**config.mk**
```make
export PLATFORM = sky130hd
export DESIGN_NAME = key_change_event_detector_top
export DESIGN_NICKNAME = d
export VERILOG_FILES = /design/src/rtl/kced_pkg.sv /design/src/rtl/kced_front.sv /design/src/rtl/kced_queue.sv /design/src/rtl/kced_back.sv /design/src/rtl/key_change_event_detector_top.sv
export SDC_FILE = /design/constraint.sdc
export NUM_CORES = 1
export LEC_CHECK = 0
export ABC_AREA = 0
export BUFFER_PORTS_ARGS = -buffer_cell sky130_fd_sc_hd__buf_2
export CAP_MARGIN = 20
export CORE_AREA = 2 2 191 193
export DETAILED_ROUTE_END_ITERATION = 16
export DIE_AREA = 0 0 193 195
export GPL_TIMING_DRIVEN = 0
export PLACE_DENSITY = 0.66
export SETUP_SLACK_MARGIN = 0.2
export SLEW_MARGIN = 30
export SYNTH_ARGS = -nofsm -noshare
export SYNTH_HDL_FRONTEND = slang
export SYNTH_SLANG_ARGS = --single-unit
```
**constraint.sdc**
```tcl
create_clock -name clk_i -period 10.8 [get_ports clk_i]
set_clock_uncertainty 0.05 [all_clocks]
set_input_delay 1.08 -clock clk_i [delete_from_list [all_inputs] [get_ports clk_i]]
set_output_delay 1.08 -clock clk_i [all_outputs]
set_load 0.01 [all_outputs]
```
**src/rtl/kced_pkg.sv**
```systemverilog
package kced_pkg;

  // group store and field widths
  localparam int unsigned GROUP_COUNT = 4;
  localparam int unsigned GRP_W       = 2;
  localparam int unsigned BITS_W      = 32;
  localparam int unsigned BIT_IDX_W   = 5;
  localparam int unsigned KEY_W       = 7;
  localparam int unsigned HALF_W      = 16;

  // configuration port
  localparam int unsigned ADDR_W = 3;
  localparam int unsigned DATA_W = 32;

  // job queue between front and back
  localparam int unsigned QUEUE_DEPTH = 2;
  localparam int unsigned QPTR_W      = (QUEUE_DEPTH > 1) ? $clog2(QUEUE_DEPTH) : 1;
  localparam int unsigned QCNT_W      = $clog2(QUEUE_DEPTH + 1);

  // pad size codes
  typedef enum logic [1:0] {
    PAD_24  = 2'd0,
    PAD_60  = 2'd1,
    PAD_80  = 2'd2,
    PAD_128 = 2'd3
  } pad_size_e;

  // register indexes
  typedef enum logic {
    REG_STICK_MODE = 1'b0,
    REG_PAD_SIZE   = 1'b1
  } reg_index_e;

  typedef struct packed {
    logic [GRP_W-1:0]  group_index;
    logic [BITS_W-1:0] group_bits;
  } in_item_t;

  typedef struct packed {
    logic [KEY_W-1:0] key_index;
    logic             pressed;
    logic             last;
  } out_item_t;

  typedef struct packed {
    logic      stick_mode;
    pad_size_e pad_size;
  } cfg_t;

  // one classified item waiting for the back end
  typedef struct packed {
    logic [BITS_W-1:0] changes;
    logic [BITS_W-1:0] bits;
    logic [GRP_W-1:0]  grp;
    logic              stick;
  } job_t;

  // number of groups the current pad uses
  function automatic logic [2:0] active_groups(cfg_t cfg);
    logic [2:0] n;
    if (cfg.stick_mode) begin
      n = 3'd1;
    end else begin
      case (cfg.pad_size)
        PAD_24:         n = 3'd1;
        PAD_60, PAD_80: n = 3'd3;
        default:        n = 3'd4;
      endcase
    end
    return n;
  endfunction

  // key number of a bit: transposed in stick layout, else bit plus 32 per group
  function automatic logic [KEY_W-1:0] key_number(logic stick, logic [GRP_W-1:0] grp,
                                                  logic [BIT_IDX_W-1:0] idx);
    logic [KEY_W-1:0] k;
    if (stick) begin
      k = {2'b00, idx[2:0], idx[4:3]};
    end else begin
      k = {grp, idx};
    end
    return k;
  endfunction

endpackage

```
**src/rtl/kced_front.sv**
```systemverilog
module kced_front (
  input  logic            clk_i,
  input  logic            rst_ni,
  input  logic            push_i,
  output logic            full_o,
  input  kced_pkg::in_item_t in_item_i,
  input  kced_pkg::cfg_t  cfg_i,
  output kced_pkg::job_t  job_o,
  output logic            job_push_o,
  input  logic            job_full_i
);

  logic [kced_pkg::BITS_W-1:0] prev_q [kced_pkg::GROUP_COUNT];
  logic [2:0]                  groups;
  logic                        accept;
  logic                        in_range;
  logic [kced_pkg::BITS_W-1:0] bits_masked;
  logic [kced_pkg::BITS_W-1:0] changes;

  // item handshake follows the job queue
  assign full_o = job_full_i;
  assign accept = push_i && !job_full_i;

  // classify: range check, half group mask, change mask
  always_comb begin
    groups   = kced_pkg::active_groups(cfg_i);
    in_range = ({1'b0, in_item_i.group_index} < groups) &&
               ({1'b0, in_item_i.group_index} < 3'(kced_pkg::GROUP_COUNT));
    if (groups == 3'd3 && in_item_i.group_index == 2'd2) begin
      bits_masked = {{kced_pkg::HALF_W{1'b0}}, in_item_i.group_bits[kced_pkg::HALF_W-1:0]};
    end else begin
      bits_masked = in_item_i.group_bits;
    end
    changes = bits_masked ^ prev_q[in_item_i.group_index];
  end

  assign job_push_o    = accept && in_range && (changes != '0);
  assign job_o.changes = changes;
  assign job_o.bits    = bits_masked;
  assign job_o.grp     = in_item_i.group_index;
  assign job_o.stick   = cfg_i.stick_mode;

  // stored previous bits per group
  always_ff @(posedge clk_i or negedge rst_ni) begin
    if (!rst_ni) begin
      for (int g = 0; g < kced_pkg::GROUP_COUNT; g++) begin
        prev_q[g] <= '0;
      end
    end else if (job_push_o) begin
      prev_q[in_item_i.group_index] <= bits_masked;
    end
  end

endmodule

```
**src/rtl/kced_queue.sv**
```systemverilog
module kced_queue (
  input  logic           clk_i,
  input  logic           rst_ni,
  input  logic           push_i,
  input  kced_pkg::job_t data_i,
  output logic           full_o,
  input  logic           pop_i,
  output logic           empty_o,
  output kced_pkg::job_t data_o
);

  kced_pkg::job_t                mem_q [kced_pkg::QUEUE_DEPTH];
  logic [kced_pkg::QPTR_W-1:0]   wr_ptr_q, wr_ptr_d;
  logic [kced_pkg::QPTR_W-1:0]   rd_ptr_q, rd_ptr_d;
  logic [kced_pkg::QCNT_W-1:0]   count_q, count_d;
  logic                          do_push, do_pop;

  assign full_o  = (count_q == kced_pkg::QCNT_W'(kced_pkg::QUEUE_DEPTH));
  assign empty_o = (count_q == '0);
  assign do_push = push_i && !full_o;
  assign do_pop  = pop_i && !empty_o;
  assign data_o  = mem_q[rd_ptr_q];

  // pointer and fill count update
  always_comb begin
    wr_ptr_d = wr_ptr_q;
    rd_ptr_d = rd_ptr_q;
    count_d  = count_q;
    if (do_push) begin
      wr_ptr_d = (wr_ptr_q == kced_pkg::QPTR_W'(kced_pkg::QUEUE_DEPTH - 1)) ? '0 : wr_ptr_q + 1'b1;
    end
    if (do_pop) begin
      rd_ptr_d = (rd_ptr_q == kced_pkg::QPTR_W'(kced_pkg::QUEUE_DEPTH - 1)) ? '0 : rd_ptr_q + 1'b1;
    end
    if (do_push && !do_pop) begin
      count_d = count_q + 1'b1;
    end else if (do_pop && !do_push) begin
      count_d = count_q - 1'b1;
    end
  end

  always_ff @(posedge clk_i or negedge rst_ni) begin
    if (!rst_ni) begin
      wr_ptr_q <= '0;
      rd_ptr_q <= '0;
      count_q  <= '0;
    end else begin
      wr_ptr_q <= wr_ptr_d;
      rd_ptr_q <= rd_ptr_d;
      count_q  <= count_d;
    end
  end

  // queue storage
  always_ff @(posedge clk_i) begin
    if (do_push) begin
      mem_q[wr_ptr_q] <= data_i;
    end
  end

endmodule

```
**src/rtl/kced_back.sv**
```systemverilog
module kced_back (
  input  logic               clk_i,
  input  logic               rst_ni,
  input  kced_pkg::job_t     job_i,
  input  logic               job_empty_i,
  output logic               job_pop_o,
  output logic               empty_o,
  input  logic               pop_i,
  output kced_pkg::out_item_t out_item_o
);

  logic                           active_q, active_d;
  logic [kced_pkg::BITS_W-1:0]    chg_q, chg_d;
  logic [kced_pkg::BITS_W-1:0]    bits_q, bits_d;
  logic [kced_pkg::BIT_IDX_W-1:0] idx_q, idx_d;
  logic [kced_pkg::GRP_W-1:0]     grp_q, grp_d;
  logic                           stick_q, stick_d;
  logic                           out_vld_q, out_vld_d;
  kced_pkg::out_item_t            out_q, out_d;
  logic                           out_free, emit, step;
  logic [kced_pkg::BITS_W-1:0]    chg_next;

  assign out_free  = !out_vld_q || pop_i;
  assign job_pop_o = !active_q && !job_empty_i;
  assign emit      = active_q && chg_q[0] && out_free;
  assign step      = active_q && (!chg_q[0] || out_free);
  assign chg_next  = chg_q >> 1;

  assign empty_o    = !out_vld_q;
  assign out_item_o = out_q;

  // scan the change mask one bit position per cycle, holding on a changed bit until the output register is free
  always_comb begin
    active_d = active_q;
    chg_d    = chg_q;
    bits_d   = bits_q;
    idx_d    = idx_q;
    grp_d    = grp_q;
    stick_d  = stick_q;
    if (job_pop_o) begin
      active_d = 1'b1;
      chg_d    = job_i.changes;
      bits_d   = job_i.bits;
      idx_d    = '0;
      grp_d    = job_i.grp;
      stick_d  = job_i.stick;
    end else if (step) begin
      active_d = (chg_next != '0);
      chg_d    = chg_next;
      bits_d   = bits_q >> 1;
      idx_d    = idx_q + 1'b1;
    end
  end

  // output register toward the result side
  always_comb begin
    out_vld_d = out_vld_q;
    out_d     = out_q;
    if (emit) begin
      out_vld_d         = 1'b1;
      out_d.key_index   = kced_pkg::key_number(stick_q, grp_q, idx_q);
      out_d.pressed     = bits_q[0];
      out_d.last        = (chg_next == '0);
    end else if (pop_i) begin
      out_vld_d = 1'b0;
    end
  end

  always_ff @(posedge clk_i or negedge rst_ni) begin
    if (!rst_ni) begin
      active_q  <= 1'b0;
      out_vld_q <= 1'b0;
    end else begin
      active_q  <= active_d;
      out_vld_q <= out_vld_d;
    end
  end

  always_ff @(posedge clk_i) begin
    chg_q   <= chg_d;
    bits_q  <= bits_d;
    idx_q   <= idx_d;
    grp_q   <= grp_d;
    stick_q <= stick_d;
    out_q   <= out_d;
  end

endmodule

```
**src/rtl/key_change_event_detector_top.sv**
```systemverilog
// path: on an idle block the first event of an item passes the job queue, the back-end scan
//   registers and the output register; each unchanged bit below the lowest changed bit adds a scan step
// throughput: the back end scans the change mask one bit per cycle while the output register is
//   free, loading an item and then stepping up to its highest changed bit, so a low highest
//   changed bit ends the scan early; a two-entry job queue lets the front accept meanwhile
// reset: asynchronous, active low; clears stored group bits, registers, queue and output
module key_change_event_detector_top (
  input  logic                          clk_i,
  input  logic                          rst_ni,
  input  logic                          psel,
  input  logic                          penable,
  input  logic                          pwrite,
  input  logic [kced_pkg::ADDR_W-1:0]   paddr,
  input  logic [kced_pkg::DATA_W-1:0]   pwdata,
  output logic [kced_pkg::DATA_W-1:0]   prdata,
  output logic                          pready,
  input  logic                          push,
  output logic                          full,
  input  kced_pkg::in_item_t            in_item_i,
  output logic                          empty,
  input  logic                          pop,
  output kced_pkg::out_item_t           out_item_o
);

  kced_pkg::cfg_t       cfg_q, cfg_d;
  kced_pkg::reg_index_e reg_idx;
  logic                 cfg_wr;
  kced_pkg::job_t       fr_job, q_job;
  logic                 job_push, job_full, job_pop, job_empty;

  // configuration registers
  assign pready  = 1'b1;
  assign cfg_wr  = psel && penable && pwrite && pready;
  assign reg_idx = kced_pkg::reg_index_e'(paddr[2]);

  always_comb begin
    cfg_d = cfg_q;
    if (cfg_wr) begin
      case (reg_idx)
        kced_pkg::REG_STICK_MODE: cfg_d.stick_mode = pwdata[0];
        kced_pkg::REG_PAD_SIZE:   cfg_d.pad_size   = kced_pkg::pad_size_e'(pwdata[1:0]);
        default:                  cfg_d = cfg_q;
      endcase
    end
  end

  always_comb begin
    case (reg_idx)
      kced_pkg::REG_STICK_MODE: prdata = {{(kced_pkg::DATA_W-1){1'b0}}, cfg_q.stick_mode};
      kced_pkg::REG_PAD_SIZE:   prdata = {{(kced_pkg::DATA_W-2){1'b0}}, cfg_q.pad_size};
      default:                  prdata = '0;
    endcase
  end

  always_ff @(posedge clk_i or negedge rst_ni) begin
    if (!rst_ni) begin
      cfg_q.stick_mode <= 1'b0;
      cfg_q.pad_size   <= kced_pkg::PAD_24;
    end else begin
      cfg_q <= cfg_d;
    end
  end

  // front: accept and classify items
  kced_front u_front (
    .clk_i      (clk_i),
    .rst_ni     (rst_ni),
    .push_i     (push),
    .full_o     (full),
    .in_item_i  (in_item_i),
    .cfg_i      (cfg_q),
    .job_o      (fr_job),
    .job_push_o (job_push),
    .job_full_i (job_full)
  );

  // job queue
  kced_queue u_queue (
    .clk_i   (clk_i),
    .rst_ni  (rst_ni),
    .push_i  (job_push),
    .data_i  (fr_job),
    .full_o  (job_full),
    .pop_i   (job_pop),
    .empty_o (job_empty),
    .data_o  (q_job)
  );

  // back: emit one event per changed bit
  kced_back u_back (
    .clk_i       (clk_i),
    .rst_ni      (rst_ni),
    .job_i       (q_job),
    .job_empty_i (job_empty),
    .job_pop_o   (job_pop),
    .empty_o     (empty),
    .pop_i       (pop),
    .out_item_o  (out_item_o)
  );

endmodule

```
# [After elaboration in Yosys (flattened, before gate mapping)]
# Memory sizes are Yosys's and may differ from the RTL's.
# Cells that the tools add are included.
[op_classes] addsub=5 n_lt_le_gt_ge=3 eq_ne=5 mux=25 bitwise=3 n_reduce_logical=35
[ops] cell="32-bit two-way mux" n=8
[ops] cell="128-bit bitwise mux" n=1
[ops] cell="32-bit binary-select mux with 2-bit select" n=1
[ops] cell="32-bit demux with 2-bit select" n=1
[ops] cell="32-bit case mux with 2 select lines" n=1
[ops] cell="32-bit nonzero test" n=2
[ops] cell="32-bit logical NOT" n=1
[ops] cell="32-bit XOR" n=1
[ops] cell="1-bit logical AND" n=15
[ops] cell="1-bit two-way mux" n=8
[ops] cell="1-bit logical NOT" n=7
[ops] cell="2-bit equality test, second input constant" n=3
[ops] cell="3-bit case mux with 2 select lines" n=1
[ops] cell="2-bit nonzero test" n=3
[ops] cell="5-bit by 1-bit adder with 5-bit output, second input constant" n=1
[ops] cell="5-bit two-way mux" n=1
[ops] cell="2-bit logical NOT" n=2
[ops] cell="2-bit two-way mux" n=2
[ops] cell="2-bit AND reduction" n=2
[ops] cell="3-bit by 2-bit equality test with 1-bit output, second input constant" n=1
[ops] cell="3-bit greater-or-equal comparator, second input constant" n=1
[ops] cell="2-bit by 3-bit less-than comparator with 1-bit output" n=1
[ops] cell="3-bit by 1-bit less-than comparator with 1-bit output, second input constant" n=1
[ops] cell="3-bit two-way mux" n=1
[ops] cell="8 further kinds" n=10
[word_totals] regBits=218 ram_bits=134 out_inout_bits=44 elab_cells=97 memories=1
[mem_list] memory="u_queue.mem_q" depth=2 word_bits=67 rd=1 rd_clocked_by_memory_dff=0 write_ports=1 line="kced_queue.sv:12" rtl="kced_pkg::job_t mem_q [kced_pkg::QUEUE_DEPTH];"

# [Logic depth before layout (Yosys ltp)]
# Gate-level depths: netlist (run 1).
[depth] depth_word=15 ltp_mapped=14 mapped_depth_nobuf=11

# [Hierarchy]
# From an unflattened synthesis (run 1), not the netlist that was laid out.
[hier_totals] hier_cells=941 hier_area_um2=16079.2
[by_module_without_submodules] mod="kced_front" instances=1 cells_per_inst=466 area_per_inst_um2=6946.7
[by_module_without_submodules] mod="kced_queue" instances=1 cells_per_inst=228 area_per_inst_um2=5122.4
[by_module_without_submodules] mod="kced_back" instances=1 cells_per_inst=204 area_per_inst_um2=3627.2
[by_module_without_submodules] mod="key_change_event_detector_top" instances=1 cells_per_inst=43 area_per_inst_um2=382.9

# [Worst setup path before layout (run 1)]
# Ideal clock, no wire load.
[synth_timing] path_kind="in2reg" start="input port in_item_i[32] (netlist bit)" end="memory u_queue.mem_q[0][0] (netlist bit), enable pin" arrival_ns=9.075 required_ns=10.091 setup_slack_ns=1.016 path_stages=9 n_path_buf=3 cell_sequence="buf_6 > buf_6 > mux4_2 > xnor2_1 > a41oi_1 > a21oi_1 > and4_1 > buf_4 > nor4_1"
[synth_between] elab_chain_cells=10
[synth_lines] item="start: declaration" line="key_change_event_detector_top.sv:19" rtl="input kced_pkg::in_item_t in_item_i,"
[synth_lines] item="2-bit inverter with 3-bit output (implied by the code)" line="kced_front.sv:34" rtl="changes = bits_masked ^ prev_q[in_item_i.group_index];"
[synth_lines] item="32-bit binary-select mux with 2-bit select" line="kced_front.sv:34"
[synth_lines] item="32-bit two-way mux (implied by the code) (2 in a row)" line="kced_front.sv:34"
[synth_lines] item="32-bit XOR" line="kced_front.sv:34"
[synth_lines] item="32-bit nonzero test" line="kced_front.sv:37" rtl="assign job_push_o = accept && in_range && (changes != '0);"
[synth_lines] item="1-bit logical AND *" line="kced_front.sv:37"
[synth_lines] item="1-bit logical AND *" line="kced_queue.sv:20" rtl="assign do_push = push_i && !full_o;"
[synth_lines] item="1-bit two-way mux *" line="kced_queue.sv:56" rtl="if (do_push) begin"
[synth_lines] item="1-bit two-way mux (implied by the code) *" line="kced_queue.sv:57" rtl="mem_q[wr_ptr_q] <= data_i;"
[synth_lines] item="end: declaration" line="kced_queue.sv:12"
# Mark *: on every way between the ends. The rest lies on a longest branch, timed or not. The select of a mux whose other input is x is not followed.

==> results of run 1 <==
==> registers in the layout (all words and copies together), names as in the netlist <==
name / count
u_back.chg_q: 32
u_queue.wr_ptr_q: 1
u_back.out_vld_q: 1
cfg_q: 3
u_back.grp_q: 2
u_back.out_item_o: 9
u_back.active_q: 1
u_queue.rd_ptr_q: 1
u_queue.mem_q: 134
u_back.bits_q: 32
u_back.idx_q: 5
u_queue.count_q: 2
u_back.stick_q: 1
u_front.prev_q: 128
==> power by group <==
| part | leakage (nW) | internal [mW] | total (mW) | switching [mW] |
|---|---|---|---|---|
| Clock | 0.594 | 0.753 | 1.26 | 0.508 |
| Sequential | 3.72 | 2.04 | 2.25 | 0.208 |
| Combinational | 2.70 | 0.540 | 1.16 | 0.624 |
| Total | 7.01 | 3.33 | 4.68 | 1.34 |
==> worst min-delay path by stage <==
stage / start / to / slack (ps) / depth (start not counted)
2_1_floorplan: u_back.bits_q[0] / u_back.out_item_o[1] / 350 / 0
3_3_place_gp: u_back.bits_q[0] / u_back.out_item_o[1] / 380 / 0
3_5_place_dp: u_back.bits_q[0] / u_back.out_item_o[1] / 370 / 0
4_1_cts: u_back.bits_q[0] / u_back.out_item_o[1] / 390 / 0
5_1_grt: u_back.bits_q[0] / u_back.out_item_o[1] / 420 / 0
6_report: u_back.bits_q[0] / u_back.out_item_o[1] / 380 / 0
==> worst max-delay path, delay by kind of cell <==
kind,cells,cell delay (ps)
buffers and inverters,6,1510
xor gates and xnor gates,1,660
and+or+nand+nor,4,1690
muxes,1,360
==> cells by family after synthesis <==
logic type               synth area share, %
flip-flops                             64.87
multiplexers                           19.31
AND/OR/NAND/NOR                        5.588
buffers and inverters                  4.011
AO/OA/AOI/OAI                          3.244
XOR/XNOR                               2.600
adder cells (fa/ha/maj)               0.3302
other                                0.04954
==> per-layer routing <==
layer | track usage (%) | share of wire (%)
met5 | 0 | 0
met4 | 4.602 | 2.2
met3 | 3.037 | 4.6
met2 | 27.43 | 48
met1 | 24.33 | 45
==> final cells by class <==
| class | instances | share of cell area [%] |
|---|---|---|
| Sequential cell | 352 | 56.14 |
| Multi-Input combinational cell | 564 | 27.62 |
| Clock buffer | 52 | 5.964 |
| Tap cell | 461 | 3.293 |
| Buffer | 83 | 3.214 |
| Timing Repair Buffer | 73 | 2.471 |
| Clock inverter | 17 | 1.028 |
| Inverter | 12 | 0.2714 |
==> layout by cell type (no fill, tap or decap), types with 11 or more instances in the layout <==
cell type | Yosys | layout
nor2_1 | 15 | 15
nand2_1 | 70 | 70
mux2i_1 | 64 | 64
conb_1 | 2 | 31
and2_1 | 12 | 11
mux4_2 | 32 | 32
clkbuf_16 | 0 | 39
inv_1 | 12 | 11
buf_6 | 15 | 15
mux2_1 | 80 | 80
buf_2 | 3 | 70
mux2_2 | 59 | 59
clkbuf_1 | 27 | 38
buf_4 | 36 | 38
o21ai_0 | 67 | 67
xnor2_1 | 18 | 18
dfrtp_1 | 137 | 137
xor2_1 | 27 | 27
edfxtp_1 | 210 | 210
==> impl_results.html, run 1 <==
<table>
<tr><th>Metric</th><th>Value</th></tr>
<tr><th colspan="2">Outcome</th></tr>
<tr><td>Run status</td><td>complete, no violations</td></tr>
<tr><th colspan="2">Layout</th></tr>
<tr><td>Number of antenna repair diodes</td><td>0</td></tr>
<tr><td>Number of non-filler instances in the completed layout</td><td>1614</td></tr>
<tr><td>Post-route core utilization</td><td>49.49%</td></tr>
<tr><td>Sequential cell area</td><td>9834 sq um</td></tr>
<tr><td>Cell area after layout</td><td>17520 sq um</td></tr>
<tr><td>Fill count</td><td>3051</td></tr>
<tr><td>Area added between synthesis and finish</td><td>15.56%</td></tr>
<tr><td># nets final</td><td>1204</td></tr>
<tr><td>Fraction of layout cells with a size suffix above 1</td><td>24.46%</td></tr>
<tr><td>Area used by multi-input combinational logic</td><td>4838 sq um</td></tr>
<tr><th colspan="2">Logic synthesis</th></tr>
<tr><td>Summed instance area of the synthesized netlist</td><td>15160 sq um</td></tr>
<tr><td>Avg Cell Area, Syn</td><td>15.44 sq um</td></tr>
<tr><td>Proportion of register bits with asynchronous set or reset after synthesis</td><td>38.92%</td></tr>
<tr><td>Seq/Total Area, Yosys</td><td>64.87%</td></tr>
<tr><td>Count of different cell masters after synthesis</td><td>44</td></tr>
<tr><td>Most numerous cell in the Yosys netlist</td><td>edfxtp_1</td></tr>
<tr><td>Most frequent cells after synthesis</td><td>edfxtp_1, dfrtp_1, mux2_1, nand2_1, o21ai_0</td></tr>
<tr><td>Post-synth top area cell</td><td>edfxtp_1</td></tr>
<tr><td>Post-Syn Instances</td><td>982</td></tr>
<tr><td>Number of enable flip-flop cells after synthesis</td><td>210</td></tr>
<tr><td>Count of yosys warnings during synthesis</td><td>0</td></tr>
<tr><td>Seq cells post-synth</td><td>352</td></tr>
<tr><td>Most used flip-flop cell after synthesis</td><td>edfxtp_1</td></tr>
<tr><td>Area fraction of the dominant cell type after synthesis</td><td>41.60%</td></tr>
<tr><td>Main area contributors after synthesis</td><td>edfxtp_1, dfrtp_1, mux2_1, mux4_2, mux2_2</td></tr>
<tr><th colspan="2">Worst setup path</th></tr>
<tr><td>Critical Path AT</td><td>5350 ps</td></tr>
<tr><td>Worst-path fanout max</td><td>34</td></tr>
<tr><td>CP startpoint</td><td>in_item_i[33]</td></tr>
<tr><td>Startpoint of the worst-slack reg-to-reg timing path</td><td>cfg_q[0]</td></tr>
<tr><td>Startpoint class of the critical path</td><td>primary input</td></tr>
<tr><td>Required time of the worst setup path</td><td>10960 ps</td></tr>
<tr><td>FF-to-FF End</td><td>u_queue.mem_q[1][0]</td></tr>
<tr><td>Worst reg2reg path depth</td><td>11</td></tr>
<tr><td>Critical path endpoint category</td><td>flip-flop</td></tr>
<tr><td>Cell-by-cell listing of the critical path</td><td>buf_2 &gt; buf_4 &gt; buf_4 &gt; buf_2 &gt; mux4_2 &gt; xor2_1 &gt; nor4_1 &gt; and4_1 &gt; buf_4 &gt; nor3_1 &gt; and2_4 &gt; buf_12</td></tr>
<tr><td>Critical path type</td><td>primary input to flip-flop</td></tr>
<tr><td>Worst setup path endpoint</td><td>u_queue.mem_q[1][0]</td></tr>
<tr><td>Worst-path cell with the longest stage delay</td><td>xor2_1</td></tr>
<tr><td>Largest stage delay on the critical path</td><td>660 ps</td></tr>
<tr><td>Setup slack of the worst register-to-register path</td><td>5970 ps</td></tr>
<tr><td>Most frequent CP cell</td><td>buf_4</td></tr>
<tr><th colspan="2">Floorplanning</th></tr>
<tr><td>Area of the core region</td><td>35400 sq um</td></tr>
<tr><td>Number of top-level pins</td><td>120</td></tr>
<tr><td>DIE AREA</td><td>37640 sq um</td></tr>
<tr><td>Die extent in y</td><td>195 microns</td></tr>
<tr><td>Placement row count</td><td>69</td></tr>
<tr><td>Die extent in x</td><td>193 microns</td></tr>
<tr><td>Initial Util</td><td>42.83%</td></tr>
<tr><th colspan="2">Job</th></tr>
<tr><td>Max capacitance violation total</td><td>0</td></tr>
<tr><th colspan="2">Clock tree</th></tr>
<tr><td>Clock tree from TritonCTS</td><td>yes</td></tr>
<tr><td>H-tree levels</td><td>2</td></tr>
<tr><td>Inserted Clock Buffers</td><td>38</td></tr>
<tr><td>Cts repair resizes</td><td>0</td></tr>
<tr><td>Hold Buf Count CTS</td><td>0</td></tr>
<tr><td>Number of buffers added for setup after CTS</td><td>0</td></tr>
<tr><td>Clock insertion delay at the later pin of the skew report</td><td>520 ps</td></tr>
<tr><td>Cell at the root of the clock tree</td><td>clkbuf_16</td></tr>
<tr><td>Clock edge transition at the registers on the reported setup and hold paths</td><td>50 ps</td></tr>
<tr><td>Clock tree sinks</td><td>352</td></tr>
<tr><td>Maximum count of clock buffers along a single path</td><td>3</td></tr>
<tr><th colspan="2">Placement</th></tr>
<tr><td>Port Buffers</td><td>56</td></tr>
<tr><td>Number of placed cells counting well taps</td><td>1545</td></tr>
<tr><td>Worst setup slack after placement</td><td>5139 ps</td></tr>
<tr><td>Placer's final routability congestion estimate</td><td>0.7930</td></tr>
<tr><td>Half-perimeter wire length of the detailed placement result</td><td>21940 microns</td></tr>
<tr><td>Placed standard-cell area</td><td>16290 sq um</td></tr>
<tr><th colspan="2">Timing</th></tr>
<tr><td>Worst hold slack</td><td>380.3 ps</td></tr>
<tr><td>Setup Viol. Count Final</td><td>0</td></tr>
<tr><td>Fin. Hold Viols</td><td>0</td></tr>
<tr><td>Final worst path period need</td><td>5190 ps</td></tr>
<tr><td>Number of slew-limit violations in the final report</td><td>0</td></tr>
<tr><td>Setup repair after global routing missed its margin</td><td>false</td></tr>
<tr><td>Post-route clock period utilization</td><td>48.05%</td></tr>
<tr><td>Final setup margin</td><td>5610 ps</td></tr>
<tr><td>Maximum achievable frequency</td><td>192.7 MHz</td></tr>
<tr><td>Worst slew pin tran</td><td>866.7 ps</td></tr>
<tr><td>Final total negative setup slack</td><td>0 ps</td></tr>
<tr><td>Headroom to the max-slew limit</td><td>42.22%</td></tr>
<tr><th colspan="2">Power and ir drop</th></tr>
<tr><td>VDD IR-drop max</td><td>175.0 uV</td></tr>
<tr><td>Cell Pwr Density</td><td>266.9 nW/um^2</td></tr>
<tr><td>Total power</td><td>4.675 mW</td></tr>
<tr><td>Leakage component of the power</td><td>7.013 nW</td></tr>
<tr><th colspan="2">Global route</th></tr>
<tr><td>Number of antenna violations at the first check in global routing</td><td>0</td></tr>
<tr><td>First-pass GRT wire length</td><td>49140 microns</td></tr>
<tr><td>Via count of the first global-routing pass</td><td>8410</td></tr>
<tr><td>Global route overflow</td><td>0</td></tr>
<tr><td>Maximum number of pins on one net before global-route repair</td><td>70</td></tr>
<tr><td>All-Layer GR Usage</td><td>17.18%</td></tr>
<tr><th colspan="2">Routing</th></tr>
<tr><td>DRC violations left</td><td>0</td></tr>
<tr><td>Remaining antenna violation count after routing</td><td>0</td></tr>
<tr><td>DRT iter0 DRCs</td><td>615</td></tr>
<tr><td>Detailed-route wire length per cell</td><td>19.36 microns</td></tr>
<tr><td>Vias after detailed routing</td><td>8393</td></tr>
<tr><td>Detailed-router iteration count before antenna repair</td><td>5</td></tr>
<tr><td>Post-detailed-route via-to-cell ratio</td><td>5.200</td></tr>
<tr><td>Post-Route WL</td><td>31250 microns</td></tr>
<tr><th colspan="2">Min path</th></tr>
<tr><td>Classification of the worst-slack hold path</td><td>flip-flop to flip-flop</td></tr>
</table>
(Power assumes the default switching activity.)
==> inputs of run 2 (changes only) <==
PLACE_DENSITY = 0.68   (was 0.66)
clock period = 4.2 ns   (was 10.8 ns; I/O delays follow)
==> impl_results.html, run 2 (same netlist as run 1, synthesis figures left out) <==
<table>
<tr><th>Metric</th><th>Value</th></tr>
<tr><th colspan="2">Outcome</th></tr>
<tr><td>Run status</td><td>complete, no violations</td></tr>
<tr><th colspan="2">Routing</th></tr>
<tr><td>DRT iter0 DRCs</td><td>529</td></tr>
<tr><td>DRC violations left</td><td>0</td></tr>
<tr><td>Post-detailed-route via-to-cell ratio</td><td>5.160</td></tr>
<tr><td>Remaining antenna violation count after routing</td><td>0</td></tr>
<tr><td>Post-Route WL</td><td>31630 microns</td></tr>
<tr><td>Detailed-route wire length per cell</td><td>19.63 microns</td></tr>
<tr><td>Vias after detailed routing</td><td>8312</td></tr>
<tr><td>Detailed-router iteration count before antenna repair</td><td>5</td></tr>
<tr><th colspan="2">Floorplanning</th></tr>
<tr><td>Area of the core region</td><td>35400 sq um</td></tr>
<tr><td>Initial Util</td><td>42.83%</td></tr>
<tr><td>Die extent in x</td><td>193 microns</td></tr>
<tr><td>Placement row count</td><td>69</td></tr>
<tr><td>DIE AREA</td><td>37640 sq um</td></tr>
<tr><td>Die extent in y</td><td>195 microns</td></tr>
<tr><td>Number of top-level pins</td><td>120</td></tr>
<tr><th colspan="2">Clock tree</th></tr>
<tr><td>Clock edge transition at the registers on the reported setup and hold paths</td><td>60 ps</td></tr>
<tr><td>Clock insertion delay at the later pin of the skew report</td><td>530 ps</td></tr>
<tr><td>Cell at the root of the clock tree</td><td>clkbuf_16</td></tr>
<tr><td>H-tree levels</td><td>2</td></tr>
<tr><td>Maximum count of clock buffers along a single path</td><td>3</td></tr>
<tr><td>Clock tree from TritonCTS</td><td>yes</td></tr>
<tr><td>Inserted Clock Buffers</td><td>37</td></tr>
<tr><td>Clock tree sinks</td><td>352</td></tr>
<tr><th colspan="2">Worst setup path</th></tr>
<tr><td>Largest delay share family, worst path</td><td>simple AND/OR/NAND/NOR gates</td></tr>
<tr><td>Critical path endpoint category</td><td>flip-flop</td></tr>
<tr><td>Worst-path cell with the longest stage delay</td><td>nor4_4</td></tr>
<tr><td>Required time of the worst setup path</td><td>4540 ps</td></tr>
<tr><td>Setup slack of the worst register-to-register path</td><td>310 ps</td></tr>
<tr><td>Startpoint class of the critical path</td><td>flip-flop</td></tr>
<tr><td>Largest stage delay on the critical path</td><td>560 ps</td></tr>
<tr><td>Cell-by-cell listing of the critical path</td><td>ha_1 &gt; nand4bb_1 &gt; and2_1 &gt; clkbuf_1 &gt; a311oi_2 &gt; a2111oi_2 &gt; and4_1 &gt; buf_6 &gt; nor4_4 &gt; buf_6 &gt; mux2_1</td></tr>
<tr><td>Most frequent CP cell</td><td>buf_6</td></tr>
<tr><td>Worst-path fanout max</td><td>10</td></tr>
<tr><td>Critical Path AT</td><td>4230 ps</td></tr>
<tr><td>Worst Path Buf+Inv</td><td>3</td></tr>
<tr><td>Critical path type</td><td>flip-flop to flip-flop</td></tr>
<tr><th colspan="2">Global route</th></tr>
<tr><td>Number of antenna violations at the first check in global routing</td><td>1</td></tr>
<tr><td>Routing layer with the top usage in global route</td><td>met2</td></tr>
<tr><td>Via count of the first global-routing pass</td><td>8476</td></tr>
<tr><td>GR Layer Usage met2</td><td>28.00%</td></tr>
<tr><td>First-pass GRT wire length</td><td>48710 microns</td></tr>
<tr><td>Global route overflow</td><td>0</td></tr>
<tr><td>Maximum number of pins on one net before global-route repair</td><td>74</td></tr>
<tr><td>All-Layer GR Usage</td><td>17.21%</td></tr>
<tr><td>Met3 Use GR</td><td>2.894%</td></tr>
<tr><td>Met1 track utilization from global routing</td><td>23.41%</td></tr>
<tr><th colspan="2">Timing</th></tr>
<tr><td>Setup Viol. Count Final</td><td>0</td></tr>
<tr><td>Number of slew-limit violations in the final report</td><td>0</td></tr>
<tr><td>Worst slew pin tran</td><td>954.3 ps</td></tr>
<tr><td>Setup repair after global routing missed its margin</td><td>false</td></tr>
<tr><td>Fin. Hold Viols</td><td>0</td></tr>
<tr><td>Final worst path period need</td><td>3894 ps</td></tr>
<tr><td>Post-route clock period utilization</td><td>92.72%</td></tr>
<tr><td>Maximum achievable frequency</td><td>256.8 MHz</td></tr>
<tr><td>Headroom to the max-slew limit</td><td>36.38%</td></tr>
<tr><th colspan="2">Layout</th></tr>
<tr><td>Fraction of layout cells with a size suffix above 1</td><td>24.98%</td></tr>
<tr><td>Regs by FF count</td><td>u_queue.mem_q x134, u_front.prev_q x128</td></tr>
<tr><td>Area added between synthesis and finish</td><td>15.81%</td></tr>
<tr><td>Highest-count cells in the layout ignoring fill and taps</td><td>edfxtp_1, dfrtp_1, mux2_1</td></tr>
<tr><td>Largest Register</td><td>u_queue.mem_q</td></tr>
<tr><td># nets final</td><td>1201</td></tr>
<tr><td>Number of non-filler instances in the completed layout</td><td>1611</td></tr>
<tr><td>Max reg flops</td><td>134</td></tr>
<tr><td>Post-route core utilization</td><td>49.60%</td></tr>
<tr><td>Commonest non-fill, non-tap cell in the layout</td><td>edfxtp_1</td></tr>
<tr><td>Cell area after layout</td><td>17560 sq um</td></tr>
<tr><th colspan="2">Placement</th></tr>
<tr><td>Placer's final routability congestion estimate</td><td>0.7827</td></tr>
<tr><td>Port Buffers</td><td>56</td></tr>
<tr><td>Placed standard-cell area</td><td>16330 sq um</td></tr>
<tr><td>Half-perimeter wire length of the detailed placement result</td><td>21700 microns</td></tr>
<tr><td>Number of placed cells counting well taps</td><td>1539</td></tr>
<tr><th colspan="2">Power and ir drop</th></tr>
<tr><td>VDD IR-drop max</td><td>448.4 uV</td></tr>
<tr><td>Cell Pwr Density</td><td>677.8 nW/um^2</td></tr>
<tr><td>Leakage component of the power</td><td>7.001 nW</td></tr>
<tr><th colspan="2">Job</th></tr>
<tr><td>Max capacitance violation total</td><td>0</td></tr>
<tr><th colspan="2">Min path</th></tr>
<tr><td>Classification of the worst-slack hold path</td><td>primary input to flip-flop</td></tr>
</table>
[run 2: cell types whose count changed in the layout (fill, tap and decap cells not counted), moves of 3 or more]
cell / previous run / this run
clkbuf_1: 38 / 35
clkinv_2: 2 / 5
buf_4: 38 / 42
buf_2: 70 / 57
[run 2: through the flow]
| step | worst slack (ps) | setup TNS, ps | total power, mW | hold WS (ps) |
|---|---|---|---|---|
| finish | 305.8 | 0 | 11.90 | 70.59 |
| CTS | 234.8 | 0 | 11.99 | 54.70 |
| global placement | -2555 | -233850 | 8.605 | 382.6 |
| floorplan | -422.6 | -28310 | 7.847 | 74.41 |
| detailed placement | -204.9 | -14130 | 8.810 | 351.0 |
| global route | 207.3 | 0 | 12.56 | 74.92 |
[run 2: worst register-to-register path, cell delays in order, from the launching register on]
cell       delay [ps]
dfrtp_1           400
ha_1              330
nand4bb_1         300
and2_1            270
clkbuf_1          220
a311oi_2          490
a2111oi_2         130
and4_1            230
buf_6             150
nor4_4            560
buf_6             270
mux2_1            350
[run 2: report_power, final]
part	total, mW	switching [mW]	internal, mW
Combinational	2.98	1.56	1.42
Clock	3.12	1.30	1.82
Sequential	5.80	0.553	5.25
[run 2: final timing paths]
path / startpoint / cells after the start / to
worst min-delay path: pwdata[0] / 3 / cfg_q[2]
worst max-delay path: cfg_q[0] / 11 / u_front.prev_q[89]
worst max register to register: cfg_q[0] / 11 / u_front.prev_q[89]
worst min register to register: u_back.bits_q[0] / 0 / u_back.out_item_o[1]
max in group asynchronous: rst_ni / 3 / u_queue.rd_ptr_q
min in group asynchronous: rst_ni / 2 / u_front.prev_q[112]
[run 2: cell type report]
type | instances | area, sq um
multi-input cells | 565 | 4892
well taps | 461 | 576.8
clock buffers | 51 | 1018
plain buffers | 83 | 589.3
inverters | 12 | 47.55
fillers | 3033 | 17840
diodes | 1 | 2.502
flip-flops and latches | 352 | 9834
repair buffers | 70 | 461.7
clock inverters | 16 | 133.9
[run 2: metal layers]
metal | part of all wire [%] | vias to the layer above
li1 | - | 3869
met1 | 44 | 4194
met2 | 48 | 190
met3 | 4.9 | 59
met4 | 3.2 | 0
met5 | 0 | -
[run 2: repair_timing]
action	in CTS	in global routing
hold endpoints to repair	64	0
hold buffers	1	0
cloned	1	0
pin swaps	2	0
buffers inserted	2	0
gates resized for setup	6	5
setup endpoints to repair	231	206
==> inputs of run 3 (changes only) <==
--- a/config.mk
+++ b/config.mk
@@ -8,5 +8,4 @@
 export ABC_AREA = 0
 export BUFFER_PORTS_ARGS = -buffer_cell sky130_fd_sc_hd__buf_2
-export CAP_MARGIN = 20
 export CORE_AREA = 2 2 191 193
 export DETAILED_ROUTE_END_ITERATION = 16
@@ -19,2 +18,3 @@
 export SYNTH_HDL_FRONTEND = slang
 export SYNTH_SLANG_ARGS = --single-unit
+export TNS_END_PERCENT = 30
--- a/constraint.sdc
+++ b/constraint.sdc
@@ -3,3 +3,3 @@
 set_input_delay 0.42 -clock clk_i [delete_from_list [all_inputs] [get_ports clk_i]]
 set_output_delay 0.42 -clock clk_i [all_outputs]
-set_load 0.01 [all_outputs]
+set_load 0.1 [all_outputs]
==> impl_results.html, run 3 (same netlist as run 1, synthesis figures left out) <==
<table>
<tr><th>Metric</th><th>Value</th></tr>
<tr><th colspan="2">Min path</th></tr>
<tr><td>Classification of the worst-slack hold path</td><td>primary input to flip-flop</td></tr>
<tr><td>Start point of the worst min-delay path</td><td>pop</td></tr>
<tr><td>Hold depth</td><td>2</td></tr>
<tr><td>Worst min-delay path endpoint</td><td>u_back.out_vld_q</td></tr>
<tr><th colspan="2">Power and ir drop</th></tr>
<tr><td>Total power</td><td>12.31 mW</td></tr>
<tr><td>Leakage component of the power</td><td>6.994 nW</td></tr>
<tr><td>VDD IR-drop max</td><td>414.5 uV</td></tr>
<tr><td>Cell Pwr Density</td><td>701.5 nW/um^2</td></tr>
<tr><th colspan="2">Timing</th></tr>
<tr><td>Setup Viol. Count Final</td><td>0</td></tr>
<tr><td>Number of slew-limit violations in the final report</td><td>0</td></tr>
<tr><td>Headroom to the max-slew limit</td><td>33.25%</td></tr>
<tr><td>Setup repair after global routing missed its margin</td><td>false</td></tr>
<tr><td>Worst slew pin tran</td><td>1001 ps</td></tr>
<tr><td>Final total negative setup slack</td><td>0 ps</td></tr>
<tr><td>Fin. Hold Viols</td><td>0</td></tr>
<tr><td>Maximum achievable frequency</td><td>262.2 MHz</td></tr>
<tr><td>Post-route clock period utilization</td><td>90.81%</td></tr>
<tr><td>Final worst path period need</td><td>3814 ps</td></tr>
<tr><th colspan="2">Floorplanning</th></tr>
<tr><td>Placement row count</td><td>69</td></tr>
<tr><td>Area of the core region</td><td>35400 sq um</td></tr>
<tr><td>Initial Util</td><td>42.83%</td></tr>
<tr><td>DIE AREA</td><td>37640 sq um</td></tr>
<tr><td>Die extent in y</td><td>195 microns</td></tr>
<tr><td>Die extent in x</td><td>193 microns</td></tr>
<tr><td>Number of top-level pins</td><td>120</td></tr>
<tr><th colspan="2">Layout</th></tr>
<tr><td>Fraction of layout cells with a size suffix above 1</td><td>24.61%</td></tr>
<tr><td>Commonest non-fill, non-tap cell in the layout</td><td>edfxtp_1</td></tr>
<tr><td>Regs by FF count</td><td>u_queue.mem_q x134, u_front.prev_q x128</td></tr>
<tr><td>Highest-count cells in the layout ignoring fill and taps</td><td>edfxtp_1, dfrtp_1, mux2_1</td></tr>
<tr><td>Cell area after layout</td><td>17550 sq um</td></tr>
<tr><td># nets final</td><td>1201</td></tr>
<tr><td>Area added between synthesis and finish</td><td>15.75%</td></tr>
<tr><td>Number of non-filler instances in the completed layout</td><td>1612</td></tr>
<tr><td>Max reg flops</td><td>134</td></tr>
<tr><td>Largest Register</td><td>u_queue.mem_q</td></tr>
<tr><th colspan="2">Worst setup path</th></tr>
<tr><td>Startpoint class of the critical path</td><td>flip-flop</td></tr>
<tr><td>Worst reg2reg path depth</td><td>13</td></tr>
<tr><td>Critical path type</td><td>flip-flop to flip-flop</td></tr>
<tr><td>Required time of the worst setup path</td><td>4370 ps</td></tr>
<tr><td>Critical Path AT</td><td>3990 ps</td></tr>
<tr><td>Critical path endpoint category</td><td>flip-flop</td></tr>
<tr><td>Worst-path fanout max</td><td>10</td></tr>
<tr><td>Setup slack of the worst register-to-register path</td><td>390 ps</td></tr>
<tr><td>FF-to-FF End</td><td>u_queue.mem_q[0][52]</td></tr>
<tr><td>Startpoint of the worst-slack reg-to-reg timing path</td><td>cfg_q[0]</td></tr>
<tr><th colspan="2">Clock tree</th></tr>
<tr><td>Clock tree sinks</td><td>352</td></tr>
<tr><td>Maximum count of clock buffers along a single path</td><td>3</td></tr>
<tr><td>Clock tree from TritonCTS</td><td>yes</td></tr>
<tr><td>Clock insertion delay at the later pin of the skew report</td><td>520 ps</td></tr>
<tr><td>H-tree levels</td><td>2</td></tr>
<tr><td>Cell at the root of the clock tree</td><td>clkbuf_16</td></tr>
<tr><td>Inserted Clock Buffers</td><td>38</td></tr>
<tr><td>Clock edge transition at the registers on the reported setup and hold paths</td><td>60 ps</td></tr>
<tr><th colspan="2">Placement</th></tr>
<tr><td>Placer's final routability congestion estimate</td><td>0.7808</td></tr>
<tr><td>Placed standard-cell area</td><td>16330 sq um</td></tr>
<tr><td>Half-perimeter wire length of the detailed placement result</td><td>21960 microns</td></tr>
<tr><td>Number of placed cells counting well taps</td><td>1539</td></tr>
<tr><td>Port Buffers</td><td>56</td></tr>
<tr><th colspan="2">Routing</th></tr>
<tr><td>Detailed-router iteration count before antenna repair</td><td>5</td></tr>
<tr><td>Detailed-route wire length per cell</td><td>19.86 microns</td></tr>
<tr><td>Remaining antenna violation count after routing</td><td>0</td></tr>
<tr><td>Vias after detailed routing</td><td>8390</td></tr>
<tr><td>DRT iter0 DRCs</td><td>543</td></tr>
<tr><td>Post-Route WL</td><td>32010 microns</td></tr>
<tr><td>DRC violations left</td><td>0</td></tr>
<tr><td>Post-detailed-route via-to-cell ratio</td><td>5.205</td></tr>
<tr><th colspan="2">Global route</th></tr>
<tr><td>Number of antenna violations at the first check in global routing</td><td>3</td></tr>
<tr><td>Global route overflow</td><td>0</td></tr>
<tr><td>First-pass GRT wire length</td><td>49650 microns</td></tr>
<tr><td>Maximum number of pins on one net before global-route repair</td><td>83</td></tr>
<tr><td>All-Layer GR Usage</td><td>17.48%</td></tr>
<tr><td>Via count of the first global-routing pass</td><td>8647</td></tr>
<tr><th colspan="2">Job</th></tr>
<tr><td>Max capacitance violation total</td><td>0</td></tr>
<tr><th colspan="2">Outcome</th></tr>
<tr><td>Run status</td><td>complete, no violations</td></tr>
</table>
## run 3: worst max-delay path by stage
stage,depth (start not counted),end,start
2_1_floorplan,9,u_queue.mem_q[0][0],in_item_i[32]
3_3_place_gp,10,u_queue.mem_q[0][20],in_item_i[33]
3_5_place_dp,12,u_queue.mem_q[1][19],in_item_i[33]
4_1_cts,13,u_queue.mem_q[0][49],cfg_q[0]
5_1_grt,13,u_queue.mem_q[0][47],cfg_q[1]
6_report,13,u_queue.mem_q[0][52],cfg_q[0]
## run 3: repair_timing
action                                  CTS  global route
cloned                                    1             0
setup buffers                             1             0
gates resized for setup                   3             6
endpoints found under the setup margin  221           223
hold endpoints to repair                 55             0
hold buffers                              1             0
pin swaps                                 1             0
## run 3: final cells by class
class                   count  area (sq um)
fillers                  3044         17850
flip-flops and latches    352          9834
multi-input cells         565          4883
clock buffers              54          1085
plain buffers              83         585.6
well taps                 461         576.8
repair buffers             69         457.9
clock inverters            15         73.82
inverters                  12         47.55
diodes                      1         2.502
## run 3: through the flow
step	setup slack [ps]	util (%)	hold slack, ps
2_1_floorplan	-422.6	-	74.41
3_3_place_gp	-2657	45.66	376.2
3_5_place_dp	-241.4	46.14	316.9
4_1_cts	123.3	49.51	47.11
5_1_grt	220.8	49.57	65.25
6_report	386.2	49.57	57.78
## run 3: power by group
part	leakage [nW]	internal (mW)	total (mW)	switching, mW
combinational	2.71	1.42	3.40	1.98
sequential	3.72	5.25	5.80	0.554
clock	0.568	1.80	3.11	1.30
total	6.99	8.47	12.3	3.84
## run 3: critical path, cell delays in order, from the launching register on
cell	delay [ps]
dfrtp_1	390
ha_1	350
nand4bb_2	250
buf_2	290
and2_1	180
clkbuf_1	170
a311oi_2	330
a2111oi_2	120
and4_1	220
buf_6	150
nor4_4	340
buf_4	260
buf_6	180
buf_4	210
## run 3: routing by layer
metal / global-route usage, % / vias to the layer above / wire length, microns
met5: 0 / - / 11
li1: - / 3860 / -
met4: 5.696 / 2 / 941
met3: 3.073 / 54 / 1732
met1: 23.69 / 4261 / 13960
met2: 28.59 / 213 / 15370
